$ cat config.mk
export PLATFORM = sky130hd
export DESIGN_NAME = h2f_front_flat
export DESIGN_NICKNAME = d
export VERILOG_FILES = /design/src/design/h2f_pkg.sv /design/src/design/h2f_coef_if.sv /design/src/design/h2f_front.sv /design/src/flat_wrapper.sv
export SDC_FILE = /design/constraint.sdc
export NUM_CORES = 1
export LEC_CHECK = 0
export ABC_AREA = 1
export BUFFER_PORTS_ARGS = -buffer_cell sky130_fd_sc_hd__buf_2
export CORE_ASPECT_RATIO = 2
export CORE_MARGIN = 2
export CORE_UTILIZATION = 28
export DETAILED_ROUTE_END_ITERATION = 12
export SLEW_MARGIN = 10
export SYNTH_ARGS = -nofsm -noshare
export SYNTH_HDL_FRONTEND = slang
export SYNTH_SLANG_ARGS = --single-unit
$ cat constraint.sdc
create_clock -name clk -period 4.9 [get_ports clk]
set_input_delay 0.245 -clock clk [delete_from_list [all_inputs] [get_ports clk]]
set_output_delay 0.245 -clock clk [all_outputs]
set_load 0.05 [all_outputs]
$ cat src/design/h2f_pkg.sv
// Shared types, constants and helpers for the Hartley-to-Fourier 2-D block.
`default_nettype none

package h2f_pkg;

    localparam int SIDE_BITS   = 6;
    localparam int MAX_LOG2    = 6;
    localparam int SAMPLE_BITS = 16;
    localparam int CFG_BITS    = 3;
    localparam int CFG_IDX_BITS = 1;
    localparam int ADDR_BITS   = 2 * SIDE_BITS;
    localparam int QUEUE_DEPTH = 2;

    // Configuration register indexes
    localparam logic [CFG_IDX_BITS-1:0] REG_ROW_LOG2 = 1'b0;
    localparam logic [CFG_IDX_BITS-1:0] REG_COL_LOG2 = 1'b1;

    // What the back end has to do with a request
    localparam logic [1:0] KIND_STORE = 2'd0;
    localparam logic [1:0] KIND_SELF  = 2'd1;
    localparam logic [1:0] KIND_PAIR  = 2'd2;

    typedef logic [SIDE_BITS-1:0]          idx_t;
    typedef logic signed [SAMPLE_BITS-1:0] sample_t;

    typedef struct packed {
        idx_t       row;
        idx_t       col;
        idx_t       mrow;
        idx_t       mcol;
        sample_t    coef;
        logic [1:0] kind;
    } entry_t;

    // Clamped log2 setting turned into an index mask (side - 1)
    function automatic idx_t side_mask(input logic [CFG_BITS-1:0] log2_val);
        logic [CFG_BITS-1:0] l;
        logic [SIDE_BITS:0]  side;
        begin
            l = log2_val;
            if (l < CFG_BITS'(1))
            begin
                l = CFG_BITS'(1);
            end
            if (l > CFG_BITS'(MAX_LOG2))
            begin
                l = CFG_BITS'(MAX_LOG2);
            end
            side = (SIDE_BITS+1)'(1) << l;
            side_mask = idx_t'(side - (SIDE_BITS+1)'(1));
        end
    endfunction

endpackage

`default_nettype wire

$ cat src/design/h2f_coef_if.sv
// Input channel: one Hartley coefficient per request.
`default_nettype none

interface h2f_coef_if;
    logic              valid;
    logic              ready;
    h2f_pkg::sample_t  coefficient;

    modport source (output valid, output coefficient, input ready);
    modport sink   (input valid, input coefficient, output ready);
endinterface

`default_nettype wire

$ cat src/design/h2f_front.sv
// Front end: frame size registers, raster counters and mirror classification.
`default_nettype none

module h2f_front (
    input  wire logic                                clk,
    input  wire logic                                rst_n,
    input  wire logic                                cfg_write_en,
    input  wire logic [h2f_pkg::CFG_IDX_BITS-1:0]    cfg_index,
    input  wire logic [h2f_pkg::CFG_BITS-1:0]        cfg_data,
    h2f_coef_if.sink                                 coef,
    output      logic                                push_valid,
    input  wire logic                                push_ready,
    output      h2f_pkg::entry_t                     push_entry
);

    logic [h2f_pkg::CFG_BITS-1:0] row_log2_reg, row_log2_next;
    logic [h2f_pkg::CFG_BITS-1:0] col_log2_reg, col_log2_next;
    h2f_pkg::idx_t row_cnt_reg, row_cnt_next;
    h2f_pkg::idx_t col_cnt_reg, col_cnt_next;

    h2f_pkg::idx_t row_mask, col_mask;
    h2f_pkg::idx_t r, c, mr, mc;
    logic          accept;

    assign row_mask = h2f_pkg::side_mask(row_log2_reg);
    assign col_mask = h2f_pkg::side_mask(col_log2_reg);
    assign r  = row_cnt_reg & row_mask;
    assign c  = col_cnt_reg & col_mask;
    assign mr = (~r + h2f_pkg::idx_t'(1)) & row_mask;
    assign mc = (~c + h2f_pkg::idx_t'(1)) & col_mask;

    assign accept     = coef.valid && push_ready;
    assign coef.ready = push_ready;
    assign push_valid = coef.valid;

    always_comb
    begin
        push_entry.row  = r;
        push_entry.col  = c;
        push_entry.mrow = mr;
        push_entry.mcol = mc;
        push_entry.coef = coef.coefficient;
        // mirror earlier in raster order means it is already stored
        if ((mr == r) && (mc == c))
        begin
            push_entry.kind = h2f_pkg::KIND_SELF;
        end
        else if ((mr < r) || ((mr == r) && (mc < c)))
        begin
            push_entry.kind = h2f_pkg::KIND_PAIR;
        end
        else
        begin
            push_entry.kind = h2f_pkg::KIND_STORE;
        end
    end

    always_comb
    begin
        row_log2_next = row_log2_reg;
        col_log2_next = col_log2_reg;
        row_cnt_next  = row_cnt_reg;
        col_cnt_next  = col_cnt_reg;
        if (cfg_write_en)
        begin
            case (cfg_index)
                h2f_pkg::REG_ROW_LOG2: row_log2_next = cfg_data;
                h2f_pkg::REG_COL_LOG2: col_log2_next = cfg_data;
                default:               row_log2_next = row_log2_reg;
            endcase
            row_cnt_next = '0;
            col_cnt_next = '0;
        end
        else if (accept)
        begin
            if (c == col_mask)
            begin
                col_cnt_next = '0;
                row_cnt_next = (r == row_mask) ? '0 : r + h2f_pkg::idx_t'(1);
            end
            else
            begin
                col_cnt_next = c + h2f_pkg::idx_t'(1);
                row_cnt_next = r;
            end
        end
    end

    always_ff @(posedge clk or negedge rst_n)
    begin
        if (!rst_n)
        begin
            row_log2_reg <= h2f_pkg::CFG_BITS'(h2f_pkg::MAX_LOG2);
            col_log2_reg <= h2f_pkg::CFG_BITS'(h2f_pkg::MAX_LOG2);
            row_cnt_reg  <= '0;
            col_cnt_reg  <= '0;
        end
        else
        begin
            row_log2_reg <= row_log2_next;
            col_log2_reg <= col_log2_next;
            row_cnt_reg  <= row_cnt_next;
            col_cnt_reg  <= col_cnt_next;
        end
    end

endmodule

`default_nettype wire

$ cat src/flat_wrapper.sv
// flat-port wrapper written by rule: the top's interface ports become plain ports
module h2f_front_flat 
  (clk, rst_n, cfg_write_en, cfg_index, cfg_data, push_valid, push_ready, push_entry, coef_valid, coef_coefficient, coef_ready);
  h2f_coef_if coef_i ();
  input  wire logic clk;
  input  wire logic rst_n;
  input  wire logic cfg_write_en;
  input  wire logic [h2f_pkg::CFG_IDX_BITS-1:0] cfg_index;
  input  wire logic [h2f_pkg::CFG_BITS-1:0] cfg_data;
  output      logic push_valid;
  input  wire logic push_ready;
  output      h2f_pkg::entry_t push_entry;
  input wire logic [$bits(coef_i.valid)-1:0] coef_valid;
  input wire logic [$bits(coef_i.coefficient)-1:0] coef_coefficient;
  output wire logic [$bits(coef_i.ready)-1:0] coef_ready;
  assign coef_i.valid = coef_valid;
  assign coef_i.coefficient = coef_coefficient;
  assign coef_ready = coef_i.ready;
  h2f_front u_core (.clk(clk), .rst_n(rst_n), .cfg_write_en(cfg_write_en), .cfg_index(cfg_index), .cfg_data(cfg_data), .coef(coef_i), .push_valid(push_valid), .push_ready(push_ready), .push_entry(push_entry));
endmodule
==> results.txt <==
----------------------------------------------------
[Floorplan]
  Cell row count ... 41
  Overall die width ... 60.27 um
  Die Outline Area ... 0.007023 mm2
  Top-level I/O count ... 69
  Area of the core ... 0.006207 mm2
  Height of the chip ... 116.5 um
  Initial core utilization ... 0.2856

[Route]
  1st-pass router iterations ... 5
  Number of vias after detailed routing ... 1652
  Detailed-route vias per instance ... 4.429
  Total DRC errors in the routed layout ... 0
  Final Routed Wirelength ... 4227 um
  Final antenna-violating net count ... 0
  DR iter-0 viols ... 57
  Routed wire per std cell ... 11.33 um

[Layout]
  Area of the multi-input gates ... 979.7 um2
  Final net count ... 321
  N_diodes ... 0
  Area growth from synthesis to layout ... 10.87%
  Footprint of the flip-flops and latches ... 455.4 um2
  Fill cells ... 688
  Share of post-route cells with drive strength above 1 ... 0.2578

[Place]
  Setup Slack @ Placement ... 2.276 ns
  Count of input and output buffers ... 36
  Final estimated routing congestion in global placement ... 0.8457
  Detailed placement HPWL ... 3413 um

[GRT]
  Number of global-route vias before repair ... 1587
  Antenna violations before repair ... 0
  Global-route usage over all layers ... 0.1309
  Global-route congestion overflow total ... 0
  Wire length of the first global-routing pass ... 7224 um
  Pin count of the biggest net entering global routing ... 19

[Synthesis]
  Commonest register cell after synthesis ... sky130_fd_sc_hd__dfrtp_1
  Number of storage elements in the synthesis netlist ... 18
  Mean cell area of the mapped netlist ... 6.542 um2
  Proportion of netlist area held by the largest area contributor ... 0.1976
  Warnings, synthesis ... 0
  Number of flops mapped to enable cells by yosys ... 0
  Cell area after synthesis ... 0.001773 mm2
  Largest area contributor in the synthesized netlist ... sky130_fd_sc_hd__dfrtp_1
  Dominant cell by count in the synthesized netlist ... sky130_fd_sc_hd__nand2_1
  Ranking of synthesized cells by instance count ... 69 x sky130_fd_sc_hd__nand2_1, 37 x sky130_fd_sc_hd__inv_1, 26 x sky130_fd_sc_hd__nor2_1, 22 x sky130_fd_sc_hd__o21ai_0, 20 x sky130_fd_sc_hd__buf_4
  Top area cells in the synthesized netlist ... sky130_fd_sc_hd__dfrtp_1 20%, sky130_fd_sc_hd__nand2_1 15%, sky130_fd_sc_hd__buf_4 8.5%
  Sequential share of the synthesized area ... 0.2569
  Number of distinct library cells after synthesis ... 33
  Async set-or-reset flop fraction in the synthesized netlist ... 1.000
  Post-synthesis instance total ... 271
  Post-synthesis net count ... 303

[Hold path]
  Worst Hold Class ... in -> reg

[Power and ir drop]
  Leakage ... 1.081 nW
  Power Dens Cells ... 239.0 mW/mm2
  Pwr Total ... 469.7 uW
  Max IR drop VDD ... 0.1558 mV

[Job]
  Number of max-cap violations ... 0

[Clock tree]
  Maximum level of the CTS H-tree ... 1
  Total CTS buffers ... 3
  Number of buffers on the longest clock path ... 2
  CTS tree ... yes
  Worst skew pair latency ... 0.25 ns
  # clock sinks ... 18
  Worst-path clk slew ... 0.06 ns
  Root Buffer ... sky130_fd_sc_hd__clkbuf_16

[STA]
  Min cycle time layout ... 2.903 ns
  Pins over their slew limit ... 0
  Worst clock skew ... 0.002290 ns
  Tightest Pin Transition ... 0.4503 ns
  Number of setup violations in the final report ... 0
  Max Clk Rate ... 344.5 MHz
  Count of final hold-check violations ... 0
  Unrepaired setup endpoints after global routing ... false
  Max transition margin ... 0.6998
  Post-route setup slack ... 1.997 ns
  Total negative setup slack ... 0 ns
  Fraction of the cycle the final worst path needs ... 0.5925

[Worst setup path]
  Kind of critical path ... reg -> out
  Arrival time at the worst endpoint ... 2.66 ns
  Element type at the critical path end ... primary output
  Setup crit start kind ... flip-flop
  Largest driver fanout on the critical path ... 10
  Worst setup slack for register-to-register paths ... 3.15 ns
  Required time reported for the critical path endpoint ... 4.66 ns

[Outcome]
  Result of the run ... finished clean

----------------------------------------------------
## per-stage QoR
stage          std cells  hold WS (ns)  area, um2    util
5_1_grt              373        0.2641       1966  0.3167
2_1_floorplan        271      -0.05059       1773       -
4_1_cts              373        0.2351       1966  0.3167
3_3_place_gp         369        0.2160       1881  0.3030
3_5_place_dp         369        0.2178       1881  0.3030
6_report             373        0.2346       1966  0.3167
## worst paths after layout
path	startpoint	end	cells after the start
worst max register to register	u_core.col_log2_reg[2]$_DFFE_PN1P_	u_core.row_cnt_reg[2]$_DFFE_PN0P_	10
worst min register to register	u_core.row_cnt_reg[4]$_DFFE_PN0P_	u_core.row_cnt_reg[4]$_DFFE_PN0P_	2
min in group asynchronous	rst_n	u_core.row_cnt_reg[1]$_DFFE_PN0P_	2
worst max-delay path	u_core.col_log2_reg[2]$_DFFE_PN1P_	push_entry[1]	19
max in group asynchronous	rst_n	u_core.col_log2_reg[1]$_DFFE_PN1P_	2
worst min-delay path	cfg_data[2]	u_core.row_log2_reg[2]$_DFFE_PN1P_	3
## final cells by class
class,count,share of cell area
inverters,42,0.08020
flip-flops and latches,18,0.2317
repair buffers,37,0.09675
well taps,86,0.05474
clock buffers,3,0.03819
multi-input cells,187,0.4984
## cells in the final DEF, fill, tap and decap left out
| master | instances |
|---|---|
| sky130_fd_sc_hd__a31oi_1 | 1 |
| sky130_fd_sc_hd__o21ai_0 | 22 |
| sky130_fd_sc_hd__or2_0 | 1 |
| sky130_fd_sc_hd__o21bai_1 | 1 |
| sky130_fd_sc_hd__a21boi_0 | 2 |
| sky130_fd_sc_hd__nor2_1 | 26 |
| sky130_fd_sc_hd__ha_1 | 7 |
| sky130_fd_sc_hd__clkinv_1 | 2 |
| sky130_fd_sc_hd__o221ai_1 | 1 |
| sky130_fd_sc_hd__xor2_1 | 2 |
| sky130_fd_sc_hd__dfrtp_1 | 14 |
| sky130_fd_sc_hd__nor3_1 | 1 |
| sky130_fd_sc_hd__nand2_2 | 11 |
| sky130_fd_sc_hd__clkbuf_16 | 3 |
| sky130_fd_sc_hd__o21ai_2 | 1 |
| sky130_fd_sc_hd__nor2_2 | 8 |
| sky130_fd_sc_hd__a21oi_1 | 7 |
| sky130_fd_sc_hd__o31ai_1 | 1 |
| sky130_fd_sc_hd__nand3b_1 | 1 |
| sky130_fd_sc_hd__o22ai_1 | 3 |
| sky130_fd_sc_hd__nand2_4 | 1 |
| sky130_fd_sc_hd__nor3_2 | 1 |
| sky130_fd_sc_hd__inv_1 | 37 |
| sky130_fd_sc_hd__inv_2 | 3 |
| sky130_fd_sc_hd__dfstp_2 | 4 |
| sky130_fd_sc_hd__nand4_1 | 4 |
| sky130_fd_sc_hd__buf_2 | 36 |
| sky130_fd_sc_hd__o22ai_2 | 1 |
| sky130_fd_sc_hd__nand3_2 | 2 |
| sky130_fd_sc_hd__nand3_1 | 10 |
| sky130_fd_sc_hd__nand2_1 | 69 |
| sky130_fd_sc_hd__nor2_4 | 3 |
| sky130_fd_sc_hd__dlygate4sd3_1 | 1 |
## critical path, cell delays in order (launching register included)
cell                      delay [ns]
sky130_fd_sc_hd__dfstp_2        0.65
sky130_fd_sc_hd__inv_2          0.06
sky130_fd_sc_hd__nand2_2        0.09
sky130_fd_sc_hd__nand2_2        0.07
sky130_fd_sc_hd__ha_1           0.19
sky130_fd_sc_hd__inv_1          0.05
sky130_fd_sc_hd__nor2_1         0.05
sky130_fd_sc_hd__nand2_1        0.07
sky130_fd_sc_hd__nand2_1        0.05
sky130_fd_sc_hd__o21ai_0        0.07
sky130_fd_sc_hd__nor2_1         0.07
sky130_fd_sc_hd__ha_1           0.30
sky130_fd_sc_hd__nand2_1        0.05
sky130_fd_sc_hd__a21oi_1        0.17
sky130_fd_sc_hd__nand3_1        0.09
sky130_fd_sc_hd__nand2_1        0.07
sky130_fd_sc_hd__inv_1          0.03
sky130_fd_sc_hd__nand2_1        0.04
sky130_fd_sc_hd__nand2_1        0.04
sky130_fd_sc_hd__buf_2          0.20
## layer usage
metal,GRT usage,routed length [um],part of all wire
met5,0,0,0
met4,0.04000,31,0.0073
met3,0.02547,198,0.047
met2,0.2072,1976,0.47
met1,0.1773,2020,0.48
## logic make-up (layout without fill, tap and decap cells)
logic type,Yosys count,in the layout,synth area share
compound gates,40,40,0.1299
flops,18,18,0.2569
fa+ha+maj,7,7,0.04940
simple gates,138,138,0.3634
buf+inv,66,82,0.1905
xor+xnor,2,2,0.009882
## where the power goes
group          switching, mW  internal, mW
registers             0.0158         0.160
logic                 0.0929        0.0344
clock network         0.0592         0.108
total                  0.168         0.302
## repair_timing
action	4_1_cts	5_1_grt
hold buffers	1	0
gates resized for setup	0	0
buffers inserted	0	0
endpoints found under the hold margin	14	0
Power figures use the tool's default switching activity.
